[src/sv/frv_pkg.sv]
// ----------------------------------------------------------------------------
// frv_pkg
// Shared types, codes and helper functions for the framed record validator.
// ----------------------------------------------------------------------------
package frv_pkg;

  localparam int HDR_BYTES  = 48;
  localparam int TRL_BYTES  = 4;
  localparam int NUM_FIELDS = 13;

  localparam logic [31:0] CRC_POLY = 32'hEDB88320;

  // Item kinds
  localparam logic [1:0] KIND_GRID   = 2'd0;
  localparam logic [1:0] KIND_BLOCK  = 2'd1;
  localparam logic [1:0] KIND_FIELD  = 2'd2;
  localparam logic [1:0] KIND_STATUS = 2'd3;

  // Status codes
  localparam logic [2:0] ST_OK       = 3'd0;
  localparam logic [2:0] ST_SHORT    = 3'd1;
  localparam logic [2:0] ST_MAGIC    = 3'd2;
  localparam logic [2:0] ST_VERSION  = 3'd3;
  localparam logic [2:0] ST_IQ_FMT   = 3'd4;
  localparam logic [2:0] ST_GRID_LEN = 3'd5;
  localparam logic [2:0] ST_TRUNC    = 3'd6;
  localparam logic [2:0] ST_CRC      = 3'd7;

  // Header field ids that drive checks or state
  localparam logic [3:0] FLD_VERSION  = 4'd0;
  localparam logic [3:0] FLD_IQ       = 4'd1;
  localparam logic [3:0] FLD_PRB      = 4'd3;
  localparam logic [3:0] FLD_SYMBOLS  = 4'd4;
  localparam logic [3:0] FLD_TB_LEN   = 4'd7;
  localparam logic [3:0] FLD_GRID_LEN = 4'd12;

  // Configuration register indexes
  localparam int CFG_ADDR_W = 1;
  localparam logic [CFG_ADDR_W-1:0] REG_EXP_VERSION = 1'b0;
  localparam logic [CFG_ADDR_W-1:0] REG_EXP_IQ      = 1'b1;

  // Header field layout: start byte and length
  localparam logic [5:0] FLD_START [NUM_FIELDS] =
    '{6'd4, 6'd6, 6'd7, 6'd8, 6'd10, 6'd11, 6'd12, 6'd16, 6'd24, 6'd28, 6'd32, 6'd36, 6'd40};
  localparam logic [3:0] FLD_LEN [NUM_FIELDS] =
    '{4'd2, 4'd1, 4'd1, 4'd2, 4'd1, 4'd1, 4'd2, 4'd8, 4'd4, 4'd4, 4'd4, 4'd4, 4'd8};

  typedef struct packed {
    logic       is_fld;
    logic [3:0] id;
    logic [2:0] k;
    logic       last;
  } frv_fmap_t;

  // One queue entry: an optional field/payload item and an optional status item
  typedef struct packed {
    logic        a_vld;
    logic [1:0]  a_kind;
    logic [3:0]  a_id;
    logic [63:0] a_val;
    logic        b_vld;
    logic [2:0]  b_status;
  } frv_entry_t;

  typedef struct packed {
    logic [1:0]  kind;
    logic [3:0]  id;
    logic [63:0] value;
    logic [2:0]  status;
    logic        last;
  } frv_item_t;

  function automatic frv_fmap_t field_map(input logic [5:0] pos);
    frv_fmap_t  m;
    logic [5:0] off;
    m   = '0;
    off = '0;
    for (int f = 0; f < NUM_FIELDS; f++) begin
      off = pos - FLD_START[f];
      if (pos >= FLD_START[f] && off < 6'(FLD_LEN[f])) begin
        m.is_fld = 1'b1;
        m.id     = 4'(f);
        m.k      = off[2:0];
        m.last   = (off == 6'(FLD_LEN[f] - 4'd1));
      end
    end
    return m;
  endfunction

  function automatic logic [7:0] magic_byte(input logic [1:0] idx);
    logic [7:0] m;
    case (idx)
      2'd0:    m = 8'h4F;
      2'd1:    m = 8'h53;
      2'd2:    m = 8'h47;
      default: m = 8'h31;
    endcase
    return m;
  endfunction

  function automatic logic [31:0] crc_byte(input logic [31:0] c, input logic [7:0] b);
    logic [31:0] r;
    r = c ^ {24'd0, b};
    for (int i = 0; i < 8; i++) begin
      r = r[0] ? ((r >> 1) ^ CRC_POLY) : (r >> 1);
    end
    return r;
  endfunction

  function automatic logic [63:0] sat_add(input logic [63:0] a, input logic [63:0] b);
    logic [64:0] s;
    s = {1'b0, a} + {1'b0, b};
    return s[64] ? {64{1'b1}} : s[63:0];
  endfunction

endpackage

[src/sv/frv_parser.sv]
// ----------------------------------------------------------------------------
// frv_parser
// Per-byte record state: position, CRC, header field assembly, region
// bounds, error tracking and final status. Builds at most one queue entry per byte.
// ----------------------------------------------------------------------------
module frv_parser #(
  parameter int COUNT_BITS = 32
) (
  input  logic                clk,
  input  logic                rst_n,
  input  logic                accept,
  input  logic [7:0]          data_byte,
  input  logic                end_of_record,
  input  logic [15:0]         exp_version,
  input  logic [7:0]          exp_iq_format,
  output frv_pkg::frv_entry_t entry,
  output logic                entry_vld
);
  import frv_pkg::*;

  localparam logic [63:0] CMAX64 = {64{1'b1}} >> (64 - COUNT_BITS);
  localparam logic [COUNT_BITS-1:0] PMAX = '1;

  logic [COUNT_BITS-1:0] pos_r, pos_nxt;
  logic [31:0] crc_r, crc_nxt;
  logic [63:0] acc_r, acc_nxt;
  logic [15:0] prb_r, prb_nxt;
  logic [7:0]  sym_r, sym_nxt;
  logic [23:0] prod_r;
  logic [29:0] grid_exp_r;
  logic [63:0] blk48_r, blk48_nxt, blk52_r, blk52_nxt;
  logic [63:0] grid_end_r, grid_end_nxt, crc_off_r, crc_off_nxt;
  logic [63:0] need_m1_r, need_m1_nxt;
  logic        need_big_r, need_big_nxt;
  logic [2:0]  err_r, err_nxt;
  logic [31:0] trl_r, trl_nxt, crc_trl_r, crc_trl_nxt;

  logic [63:0] p64, toff, need, acc_new;
  logic        hdr, in_grid, in_blk, in_trl, crc_on, fld_done;
  logic [2:0]  err_code, status;
  frv_fmap_t   fm;

  always_comb begin
    p64     = 64'(pos_r);
    hdr     = pos_r < COUNT_BITS'(HDR_BYTES);
    fm      = field_map(pos_r[5:0]);
    crc_on  = hdr || (p64 < crc_off_r);
    in_grid = !hdr && (p64 < grid_end_r);
    in_blk  = !hdr && !in_grid && (p64 < crc_off_r);
    toff    = p64 - crc_off_r;
    in_trl  = !hdr && !crc_on && (toff < 64'(TRL_BYTES));

    acc_new  = (fm.k == 3'd0) ? 64'(data_byte)
                              : (acc_r | (64'(data_byte) << {fm.k, 3'b000}));
    fld_done = hdr && fm.is_fld && fm.last;
    need     = sat_add(blk52_r, acc_new);

    err_code = ST_OK;
    if (hdr && pos_r < COUNT_BITS'(4) && data_byte != magic_byte(pos_r[1:0])) begin
      err_code = ST_MAGIC;
    end else if (fld_done && fm.id == FLD_VERSION && acc_new != 64'(exp_version)) begin
      err_code = ST_VERSION;
    end else if (fld_done && fm.id == FLD_IQ && acc_new != 64'(exp_iq_format)) begin
      err_code = ST_IQ_FMT;
    end else if (fld_done && fm.id == FLD_GRID_LEN && acc_new != 64'(grid_exp_r)) begin
      err_code = ST_GRID_LEN;
    end

    crc_nxt      = crc_on ? crc_byte(crc_r, data_byte) : crc_r;
    acc_nxt      = (hdr && fm.is_fld) ? acc_new : acc_r;
    prb_nxt      = prb_r;
    sym_nxt      = sym_r;
    blk48_nxt    = blk48_r;
    blk52_nxt    = blk52_r;
    grid_end_nxt = grid_end_r;
    crc_off_nxt  = crc_off_r;
    need_m1_nxt  = need_m1_r;
    need_big_nxt = need_big_r;
    err_nxt      = (err_r == ST_OK) ? err_code : err_r;
    trl_nxt      = trl_r;
    crc_trl_nxt  = crc_trl_r;

    if (fld_done) begin
      case (fm.id)
        FLD_PRB:     prb_nxt = acc_new[15:0];
        FLD_SYMBOLS: sym_nxt = acc_new[7:0];
        FLD_TB_LEN: begin
          blk48_nxt = sat_add(64'(HDR_BYTES), acc_new);
          blk52_nxt = sat_add(64'(HDR_BYTES + TRL_BYTES), acc_new);
        end
        FLD_GRID_LEN: begin
          grid_end_nxt = sat_add(64'(HDR_BYTES), acc_new);
          crc_off_nxt  = sat_add(blk48_r, acc_new);
          need_big_nxt = need > CMAX64;
          need_m1_nxt  = need - 64'd1;
        end
        default: ;
      endcase
    end

    if (in_trl) begin
      if (toff[1:0] == 2'd0) begin
        crc_trl_nxt = ~crc_r;
        trl_nxt     = 32'(data_byte);
      end else begin
        trl_nxt = trl_r | (32'(data_byte) << {toff[1:0], 3'b000});
      end
    end

    if (pos_r < COUNT_BITS'(HDR_BYTES + TRL_BYTES - 1)) begin
      status = ST_SHORT;
    end else if (err_nxt != ST_OK) begin
      status = err_nxt;
    end else if (need_big_r || need_m1_r > p64) begin
      status = ST_TRUNC;
    end else if (trl_nxt != crc_trl_nxt) begin
      status = ST_CRC;
    end else begin
      status = ST_OK;
    end

    pos_nxt = (pos_r != PMAX) ? pos_r + COUNT_BITS'(1) : pos_r;

    if (end_of_record) begin
      pos_nxt      = '0;
      crc_nxt      = '1;
      acc_nxt      = '0;
      prb_nxt      = '0;
      sym_nxt      = '0;
      blk48_nxt    = 64'(HDR_BYTES);
      blk52_nxt    = 64'(HDR_BYTES + TRL_BYTES);
      grid_end_nxt = 64'(HDR_BYTES);
      crc_off_nxt  = 64'(HDR_BYTES);
      need_m1_nxt  = 64'(HDR_BYTES + TRL_BYTES - 1);
      need_big_nxt = 1'b0;
      err_nxt      = ST_OK;
      trl_nxt      = '0;
      crc_trl_nxt  = '0;
    end

    entry.a_vld    = fld_done || in_grid || in_blk;
    entry.a_kind   = fld_done ? KIND_FIELD : (in_grid ? KIND_GRID : KIND_BLOCK);
    entry.a_id     = fld_done ? fm.id : 4'd0;
    entry.a_val    = fld_done ? acc_new : 64'(data_byte);
    entry.b_vld    = end_of_record;
    entry.b_status = status;
    entry_vld      = entry.a_vld || entry.b_vld;
  end

  always_ff @(posedge clk) begin
    if (!rst_n) begin
      pos_r      <= '0;
      crc_r      <= '1;
      acc_r      <= '0;
      prb_r      <= '0;
      sym_r      <= '0;
      prod_r     <= '0;
      grid_exp_r <= '0;
      blk48_r    <= 64'(HDR_BYTES);
      blk52_r    <= 64'(HDR_BYTES + TRL_BYTES);
      grid_end_r <= 64'(HDR_BYTES);
      crc_off_r  <= 64'(HDR_BYTES);
      need_m1_r  <= 64'(HDR_BYTES + TRL_BYTES - 1);
      need_big_r <= 1'b0;
      err_r      <= ST_OK;
      trl_r      <= '0;
      crc_trl_r  <= '0;
    end else begin
      // expected grid length = symbols * prb * 48, settled long before byte 47
      prod_r     <= 24'(sym_r) * 24'(prb_r);
      grid_exp_r <= (30'(prod_r) << 5) + (30'(prod_r) << 4);
      if (accept) begin
        pos_r      <= pos_nxt;
        crc_r      <= crc_nxt;
        acc_r      <= acc_nxt;
        prb_r      <= prb_nxt;
        sym_r      <= sym_nxt;
        blk48_r    <= blk48_nxt;
        blk52_r    <= blk52_nxt;
        grid_end_r <= grid_end_nxt;
        crc_off_r  <= crc_off_nxt;
        need_m1_r  <= need_m1_nxt;
        need_big_r <= need_big_nxt;
        err_r      <= err_nxt;
        trl_r      <= trl_nxt;
        crc_trl_r  <= crc_trl_nxt;
      end
    end
  end

endmodule

[src/sv/frv_out_queue.sv]
// ----------------------------------------------------------------------------
// frv_out_queue
// Two-entry result queue. Each entry carries up to two items, sent in order.
// ----------------------------------------------------------------------------
module frv_out_queue (
  input  logic                clk,
  input  logic                rst_n,
  input  logic                wr_en,
  input  frv_pkg::frv_entry_t wr_entry,
  output logic                can_accept,
  output frv_pkg::frv_item_t  item,
  output logic                item_vld,
  input  logic                item_rdy
);
  import frv_pkg::*;

  frv_entry_t q_r [2];
  logic       wr_ptr_r, rd_ptr_r;
  logic [1:0] cnt_r, cnt_nxt;
  logic       sub_r, sub_nxt;
  frv_entry_t head;
  logic       show_a, xfer, pop;

  always_comb begin
    head       = q_r[rd_ptr_r];
    item_vld   = cnt_r != 2'd0;
    can_accept = cnt_r != 2'd2;
    show_a     = head.a_vld && !sub_r;

    item.kind   = show_a ? head.a_kind : KIND_STATUS;
    item.id     = show_a ? head.a_id : 4'd0;
    item.value  = show_a ? head.a_val : 64'd0;
    item.status = show_a ? ST_OK : head.b_status;
    item.last   = !show_a;

    xfer    = item_vld && item_rdy;
    pop     = xfer && (!show_a || !head.b_vld);
    sub_nxt = xfer ? !pop : sub_r;
    cnt_nxt = cnt_r + {1'b0, wr_en} - {1'b0, pop};
  end

  always_ff @(posedge clk) begin
    if (!rst_n) begin
      wr_ptr_r <= 1'b0;
      rd_ptr_r <= 1'b0;
      cnt_r    <= '0;
      sub_r    <= 1'b0;
    end else begin
      cnt_r <= cnt_nxt;
      sub_r <= sub_nxt;
      if (wr_en) wr_ptr_r <= !wr_ptr_r;
      if (pop)   rd_ptr_r <= !rd_ptr_r;
    end
  end

  always_ff @(posedge clk) begin
    if (wr_en) q_r[wr_ptr_r] <= wr_entry;
  end

endmodule

[src/sv/framed_record_validator.sv]
// ----------------------------------------------------------------------------
// framed_record_validator
// Byte-serial checker for framed records: emits header fields, tagged
// payload bytes and a final status per record.
// Each result is written into the result queue when its byte is accepted.
// Throughput: one byte per cycle while the result queue has room; the last byte
//   of a record carries up to two results, which leave through a two-entry result queue.
// Reset (rst_n, synchronous): record state cleared, queue empty, expected
//   version 1, expected IQ format 0.
// ----------------------------------------------------------------------------
module framed_record_validator #(
  parameter int COUNT_BITS = 32
) (
  input  logic                          clk,
  input  logic                          rst_n,
  input  logic                          in_tvalid,
  output logic                          in_tready,
  input  logic [7:0]                    in_tdata,    // [7:0] data_byte
  input  logic                          in_tlast,    // end_of_record
  output logic                          out_tvalid,
  input  logic                          out_tready,
  output logic [71:0]                   out_tdata,   // [63:0] field_value, [66:64] status_code
  output logic [5:0]                    out_tuser,   // [1:0] item_kind, [5:2] field_id
  output logic                          out_tlast,   // final_item
  input  logic                          cfg_wr_en,
  input  logic [frv_pkg::CFG_ADDR_W-1:0] cfg_addr,
  input  logic [15:0]                   cfg_wr_data
);
  import frv_pkg::*;

  logic [15:0] exp_version_r;
  logic [7:0]  exp_iq_r;
  frv_entry_t  entry;
  logic        entry_vld, accept, can_accept;
  frv_item_t   item;

  assign in_tready = can_accept;
  assign accept    = in_tvalid && can_accept;

  always_ff @(posedge clk) begin
    if (!rst_n) begin
      exp_version_r <= 16'd1;
      exp_iq_r      <= 8'd0;
    end else if (cfg_wr_en) begin
      case (cfg_addr)
        REG_EXP_VERSION: exp_version_r <= cfg_wr_data;
        REG_EXP_IQ:      exp_iq_r      <= cfg_wr_data[7:0];
        default: ;
      endcase
    end
  end

  frv_parser #(
    .COUNT_BITS(COUNT_BITS)
  ) u_parser (
    .clk          (clk),
    .rst_n        (rst_n),
    .accept       (accept),
    .data_byte    (in_tdata),
    .end_of_record(in_tlast),
    .exp_version  (exp_version_r),
    .exp_iq_format(exp_iq_r),
    .entry        (entry),
    .entry_vld    (entry_vld)
  );

  frv_out_queue u_queue (
    .clk       (clk),
    .rst_n     (rst_n),
    .wr_en     (accept && entry_vld),
    .wr_entry  (entry),
    .can_accept(can_accept),
    .item      (item),
    .item_vld  (out_tvalid),
    .item_rdy  (out_tready)
  );

  assign out_tdata = {5'd0, item.status, item.value};
  assign out_tuser = {item.id, item.kind};
  assign out_tlast = item.last;

endmodule
[config.mk]
export PLATFORM = sky130hd
export DESIGN_NAME = framed_record_validator
export DESIGN_NICKNAME = d
export VERILOG_FILES = /design/src/sv/frv_pkg.sv /design/src/sv/frv_parser.sv /design/src/sv/frv_out_queue.sv /design/src/sv/framed_record_validator.sv
export SDC_FILE = /design/constraint.sdc
export NUM_CORES = 2
export LEC_CHECK = 0
export ABC_AREA = 1
export BUFFER_PORTS_ARGS = -buffer_cell sky130_fd_sc_hd__buf_2
export CORE_MARGIN = 2
export CORE_UTILIZATION = 45
export DETAILED_ROUTE_END_ITERATION = 10
export PLACE_DENSITY = 0.72
export SKIP_CTS_REPAIR_TIMING = 1
export SLEW_MARGIN = 20
export SYNTH_ARGS = -nofsm -noshare
export SYNTH_HDL_FRONTEND = slang
export SYNTH_SLANG_ARGS = --single-unit
[constraint.sdc]
create_clock -name clk -period 13.69 [get_ports clk]
set_input_delay 2.738 -clock clk [delete_from_list [all_inputs] [get_ports clk]]
set_output_delay 2.738 -clock clk [all_outputs]
set_load 0.01 [all_outputs]
=== Word-level counts from Yosys, hierarchy flattened ===
Memory sizes are Yosys's and may differ from the RTL's. A register that Yosys moved wholly into a read port is not among the register bits.
Cells that the tools add are included.

* Register bits: 623
* Bits in latches: 0
* Bits in writable memories: 150
* Bits in read-only memories: 0
* Word-level logic and storage cells: 280
* Memories kept: 1

* Add/sub/neg operators: 23
* Multiply operators: 1
* Divide/modulo/power cells: 0
* Magnitude comparators: 34
* Equal/unequal tests: 23
* Shift-type cells: 2
* Muxes and demuxes: 85
* Bitwise operators: 13
* Reductions and logical operators: 76

{| class="wikitable"
|+ Memory list
! memory !! depth !! width !! rd ports !! clocked after memory_dff !! write ports !! RTL line !! RTL
|-
| u_queue.q_r || 2 || 75 || 1 || 1 || 1 || frv_out_queue.sv:17 || <nowiki>frv_entry_t q_r [2];</nowiki>
|}

{| class="wikitable"
|+ Operators by type and width
! operator !! count
|-
| 64-bit 2-to-1 mux || 24
|-
| 32-bit 2-to-1 mux || 18
|-
| 6-bit by 64-bit adder with 65-bit output (first input constant) || 2
|-
| 64-bit by 64-bit adder with 65-bit output || 2
|-
| 32-bit by 64-bit < comparator with 1-bit output || 2
|-
| 9-bit 2-to-1 mux || 13
|-
| 13-bit NOT with 14-bit output || 8
|-
| 64-bit by 32-bit greater-than comparator with 1-bit output || 1
|-
| 64-bit by 32-bit greater-than comparator with 1-bit output (second input constant) || 1
|-
| 32-bit by 6-bit < comparator with 1-bit output (second input constant) || 2
|-
| 64-bit by 3-bit < comparator with 1-bit output (second input constant) || 1
|-
| 64-bit by 16-bit inequality test with 1-bit output || 1
|-
| 64-bit by 30-bit inequality test with 1-bit output || 1
|-
| 64-bit by 8-bit inequality test with 1-bit output || 1
|-
| 64-bit OR || 1
|-
| 8-bit by 6-bit << shifter with 64-bit output || 1
|-
| 32-bit by 64-bit subtractor with 64-bit output || 1
|-
| 64-bit by 1-bit subtractor with 64-bit output (second input constant) || 1
|-
| 16-bit 2-to-1 mux || 3
|-
| 1-bit logical AND || 33
|-
| 3-bit 2-to-1 mux || 11
|-
| 32-bit by 1-bit adder with 32-bit output (second input constant) || 1
|-
| 32-bit by 3-bit < comparator with 1-bit output (second input constant) || 1
|-
| 32-bit inequality test || 1
|-
| 48 further kinds || 126
|}

=== Depth between registers and ports, before layout ===
* Word-level depth: 29
* Mapped depth: 56
* Depth with buffers taken out: 49

=== Hierarchy ===
From an unflattened synthesis, not the netlist that was laid out.

* Cell total of the unflattened synthesis: 9453
* Area, all modules: 60256.5 um^2

{| class="wikitable"
|+ Modules (own cells, without submodules)
! module !! instances !! cells an instance !! area each (um^2) !! seq. area each (um^2)
|-
| frv_parser || 1 || 8863 || 53216.0 || 11811.3
|-
| frv_out_queue || 1 || 442 || 5997.0 || 4624.4
|-
| framed_record_validator || 1 || 148 || 1043.5 || 480.5
|}

=== Worst setup path after synthesis ===
No wires, ideal clock.

* Path type: in2reg
* Start point: input port in_tdata[5]
* End point: register u_parser.need_m1_r[56]
* Setup time: 0.132 ns
* Data arrival time: 7.717 ns
* Data required time: 13.558 ns
* Setup slack: 5.841 ns
* Stages: 34
* Path through: clkbuf_1 inv_1 nor2_1 nand3_1 nand2_1 nand2_1 inv_1 ha_1 a21oi_1 o21ai_0 a21oi_1 nand2_1 a21o_1 nand2_1 nand2_1 nand3_1 nand2_1 clkbuf_1 buf_1 clkbuf_1 clkbuf_1 nor2_1 ha_1 inv_1 nor2_1 nand2_1 nor2_1 nand2_1 nor2_1 nand3_1 nor3_1 nand2_1 o21ai_0 a21oi_1

* Cells in the longest elaborated chain, start to end: 9

{| class="wikitable"
|+ Ends and longest elaborated chain
! item !! RTL line !! RTL
|-
| start: declaration || framed_record_validator.sv:18 || <nowiki>input logic [7:0] in_tdata,</nowiki>
|-
| 8-bit by 6-bit << shifter with 64-bit output || frv_parser.sv:54 || <nowiki>: (acc_r | (64'(data_byte) << {fm.k, 3'b000}));</nowiki>
|-
| 64-bit OR || frv_parser.sv:54 ||
|-
| 64-bit 2-to-1 mux * || frv_parser.sv:53 || <nowiki>acc_new = (fm.k == 3'd0) ? 64'(data_byte)</nowiki>
|-
| 64-bit by 64-bit adder with 65-bit output * || frv_pkg.sv:112 || <nowiki>s = {1'b0, a} + {1'b0, b};</nowiki>
|-
| 64-bit 2-to-1 mux * || frv_pkg.sv:113 || <nowiki>return s[64] ? {64{1'b1}} : s[63:0];</nowiki>
|-
| 64-bit by 1-bit subtractor with 64-bit output * || frv_parser.sv:95 || <nowiki>need_m1_nxt = need - 64'd1;</nowiki>
|-
| 64-bit 2-to-1 mux * || frv_parser.sv:84 || <nowiki>case (fm.id)</nowiki>
|-
| 64-bit 2-to-1 mux * || frv_parser.sv:83 || <nowiki>if (fld_done) begin</nowiki>
|-
| 64-bit 2-to-1 mux * || frv_parser.sv:124 || <nowiki>if (end_of_record) begin</nowiki>
|-
| end signal: assignment || frv_parser.sv:163 || <nowiki>need_m1_r <= 64'(HDR_BYTES + TRL_BYTES - 1);</nowiki>
|-
| end signal: assignment || frv_parser.sv:182 || <nowiki>need_m1_r <= need_m1_nxt;</nowiki>
|-
| end: declaration || frv_parser.sv:33 || <nowiki>logic [63:0] need_m1_r, need_m1_nxt;</nowiki>
|}

Mark *: on every way between the ends. The rest lies on a longest branch, timed or not. The select of a mux whose other input is x is not followed.
A chain may end at the register's enable or synchronous reset.

=== Worst setup path in the final report ===
* Start point: register u_parser.pos_r[4]
* End point: register u_parser.need_m1_r[48]

* Cells in the longest elaborated chain, start to end: 25
* Elaborated cells on any way between the ends: 95
* Those cells by class: add/sub (15); order compare (27); eq/ne (10); shift (1); mux (18); bitwise (1); reduce/logical (23)

{| class="wikitable"
|+ Ends and longest elaborated chain
! item !! RTL line !! RTL
|-
| start: declaration || frv_parser.sv:24 || <nowiki>logic [COUNT_BITS-1:0] pos_r, pos_nxt;</nowiki>
|-
| start signal: assignment || frv_parser.sv:173 || <nowiki>pos_r <= pos_nxt;</nowiki>
|-
| 6-bit by 3-bit subtractor with 6-bit output || frv_pkg.sv:79 || <nowiki>off = pos - FLD_START[f];</nowiki>
|-
| 6-bit by 2-bit < comparator with 1-bit output || frv_pkg.sv:80 || <nowiki>if (pos >= FLD_START[f] && off < 6'(FLD_LEN[f])) begin</nowiki>
|-
| 1-bit logical AND || frv_pkg.sv:80 ||
|-
| 9-bit 2-to-1 mux (13 in a row) || frv_pkg.sv:80 ||
|-
| 8-bit by 6-bit << shifter with 64-bit output || frv_parser.sv:54 ||
|-
| 64-bit OR || frv_parser.sv:54 ||
|-
| 64-bit 2-to-1 mux || frv_parser.sv:53 ||
|-
| 64-bit by 64-bit adder with 65-bit output || frv_pkg.sv:112 ||
|-
| 64-bit 2-to-1 mux || frv_pkg.sv:113 ||
|-
| 64-bit by 1-bit subtractor with 64-bit output || frv_parser.sv:95 ||
|-
| 64-bit 2-to-1 mux || frv_parser.sv:84 ||
|-
| 64-bit 2-to-1 mux || frv_parser.sv:83 ||
|-
| 64-bit 2-to-1 mux || frv_parser.sv:124 ||
|}

Parallel ways exist; a longest one is shown, timed or not. The select of a mux whose other input is x is not followed.

==> impl_results.md <==
- Status: finished, final reports clean
- Comb power frac: 21.0%
- Yosys Warn Count: 0
- Final setup viols: 0
- I/O pin count: 112
- Cells after DPL: 10900
- Port bufs: 106
- Leakage: 31.0 nW
- RSZ-0062 raised after global routing: false
- Crit path max-delay family: simple AND/OR/NAND/NOR gates
- Routed length per instance: 23.5 um
- Synth cell count leaders: 2672 x nand2_1, 1273 x inv_1, 940 x a21oi_1
- Slew headroom: 20.8%
- Total grt overflow: 0
- Hold Violations, Final: 0
- Setup tns final: 0 ns
- Post-DP HPWL: 204000 um
- Worst Path Required: 14.28 ns
- Top post-synthesis cells by area: dfxtp_1 21%, nand2_1 17%, inv_1 8.1%
- Critical Path Max Stage Delay: 0.75 ns
- CP startpoint kind: flop
- Inserted Clock Buffers: 89
- Seq/Total Area, Yosys: 28.7%
- Maximum VDD drop: 0.131 mV
- CTS H-tree depth: 3
- Number of enable flip-flop cells after synthesis: 150
- CORE AREA: 130000 um2
- Final Util: 49.3%
- Buf/Inv on CP: 8
- Most frequent CP cell: nand2_1
- Worst Skew: 0.0748 ns
- Largest net degree at the start of global routing: 148
- FFs w/ async S/R, synth: 0%
- Synth Instances: 9291
- Power Density: 102 nW/um2
- Synth Cell Area: 58900 um2
- CTS tree: built
- Worst EP arrival: 10.79 ns
- Crit path time final: 10.20 ns
- Total routed wirelength: 259000 um
- Gpl congestion: 1.06
- Critical Path End Type: flop
- Via count: 62800
- Non-Filler Instances: 11000
- Layout cells sized above 1: 4.96%
- Most common flop cell mapped by yosys: dfxtp_1
- Syn Area/Cell: 6.34 um2
- Fillers: 13600
- Synthesis-to-finish area growth: 8.68%
- Fmax: 98.1 MHz
- Pre-antenna DRT Iters: 7
- First-pass GRT wire length: 377000 um
- Initial Util: 45.4%
- Clock Tree Buf Depth: 3
- Placed Area: 60800 um2
- Final net count: 9637
- Max-cap viol count: 0
- Vias per cell: 5.70
- Share of total power in the clock network: 41.0%
- Final Max Slew Viols: 0
- DIE AREA: 134000 um2
- Core Rows: 132
- Top cell type's share of synthesized area: 21.1%
- Starting DRT DRC Count: 6872
- Worst-path clk slew: 0.06 ns
- Die Y: 366 um
- Final period utilization: 74.5%
- CTS root buf: clkbuf_16
- Distinct cells, synth: 66
- FF+latch count, synth: 770
- Sequential share of power: 38.0%
- Yosys top cell by area: dfxtp_1
- Die Wd: 366 um
- Vias in the first global route: 58400
- Drt drc: 0
- All-Layer GR Usage: 37.3%
- Worst Setup Path Type: flop to flop
- Most common cell in the netlist: nand2_1
- Net Switching: 0.00215 W
- Hold crit path type: flop to flop
- Crit Path Max Fanout: 67
- DRT antenna net count: 0
- Slew @ Worst Pin: 1.18 ns
- Clk_lat worst skew: 0.76 ns
- Final Cell Area: 64100 um2
- Slowest library cell on the worst path: buf_4
- Initial antenna violation count: 9
- Clk sink count: 770
- Sw Ratio: 33.1%
- Internal: 0.00435 W
==> per-layer routing <==
layer	share of wire [%]	vias up	routed length [um]	track usage (%)
li1	-	29800	-	-
met1	40	29500	104000	47.0
met2	45	2870	116000	59.8
met3	8.6	641	22200	7.28
met4	6.2	10	16200	20.5
met5	0.031	-	80	0
==> registers in the layout (all words and copies together), names as in the netlist, 24 cells and up, named ones only <==
name,flops
u_parser.acc_r,64
u_parser.blk48_r,64
u_parser.blk52_r,64
u_parser.crc_off_r,64
u_parser.crc_r,32
u_parser.crc_trl_r,32
u_parser.grid_end_r,64
u_parser.grid_exp_r,26
u_parser.need_m1_r,64
u_parser.pos_r,32
u_parser.prod_r,24
u_parser.trl_r,32
u_queue.q_r,150
==> power groups by stage <==
stage          clock (W)  combinational [W]  sequential, W
2_1_floorplan          0           0.000895        0.00248
6_report         0.00267            0.00137        0.00247
5_1_grt          0.00277            0.00148        0.00248
4_1_cts          0.00269            0.00134        0.00247
3_3_place_gp           0            0.00132        0.00251
3_5_place_dp           0            0.00133        0.00252
==> final timing paths <==
| check | start | depth (start not counted) | to | slack [ns] |
|---|---|---|---|---|
| max reg2reg | u_parser.pos_r[4]$_SDFFE_PN0P_ | 33 | u_parser.need_m1_r[48]$_SDFFE_PN0P_ | 3.49 |
| min reg2reg | u_parser.prod_r[0]$_SDFF_PN0_ | 2 | u_parser.grid_exp_r[4]$_SDFF_PN0_ | 0.43 |
| min | u_parser.prod_r[0]$_SDFF_PN0_ | 2 | u_parser.grid_exp_r[4]$_SDFF_PN0_ | 0.43 |
| max | u_parser.pos_r[4]$_SDFFE_PN0P_ | 33 | u_parser.need_m1_r[48]$_SDFFE_PN0P_ | 3.49 |
==> cell type report <==
cell class	instances	area, um2	area share [%]
clock inverters	41	612	0.955
diodes	4	10.0	0.0156
multi-input cells	6865	35800	55.9
inverters	1321	4980	7.77
well taps	1742	2180	3.40
repair buffers	160	951	1.48
clock buffers	122	2630	4.11
flip-flops and latches	770	16900	26.4
==> metrics by stage <==
| stage | hold slack [ns] | setup WS, ns | total power [W] |
|---|---|---|---|
| 2_1_floorplan | 0.420 | 5.84 | 0.00337 |
| 3_3_place_gp | 0.423 | 4.11 | 0.00383 |
| 3_5_place_dp | 0.436 | 3.82 | 0.00385 |
| 4_1_cts | 0.426 | 3.78 | 0.00650 |
| 5_1_grt | 0.448 | 2.77 | 0.00672 |
| 6_report | 0.431 | 3.49 | 0.00650 |
==> kinds of logic after synthesis <==
| group | synth area share, % |
|---|---|
| AOI/OAI and AO/OA | 16.1 |
| xor gates and xnor gates | 3.58 |
| adders and majority gates | 9.59 |
| buffers and inverters | 10.8 |
| DFF | 28.7 |
| other | 0.00636 |
| and+or+nand+nor | 31.2 |
==> worst register-to-register path, delay by kind of cell (launching register included) <==
| family | cells | cell delay [ns] |
|---|---|---|
| buffers and inverters | 8 | 3.19 |
| AOI/OAI and AO/OA | 8 | 2.07 |
| and+or+nand+nor | 15 | 3.29 |
| DFF | 1 | 0.72 |
| adders and majority gates | 2 | 0.80 |
==> cell usage in the layout, fill, tap and decap left out, types with 36 or more instances in the layout <==
| master | count |
|---|---|
| a21oi_1 | 939 |
| a31oi_1 | 65 |
| buf_2 | 105 |
| buf_4 | 54 |
| clkbuf_16 | 94 |
| dfxtp_1 | 619 |
| edfxtp_1 | 150 |
| fa_1 | 88 |
| ha_1 | 311 |
| inv_1 | 1269 |
| inv_2 | 36 |
| nand2_1 | 2671 |
| nand3_1 | 442 |
| nand3b_1 | 49 |
| nand4_1 | 137 |
| nor2_1 | 916 |
| nor3_1 | 102 |
| o21a_1 | 39 |
| o21ai_0 | 494 |
| o21ai_1 | 52 |
| xnor2_1 | 68 |
| xor2_1 | 173 |
Power figures use the tool's default switching activity.
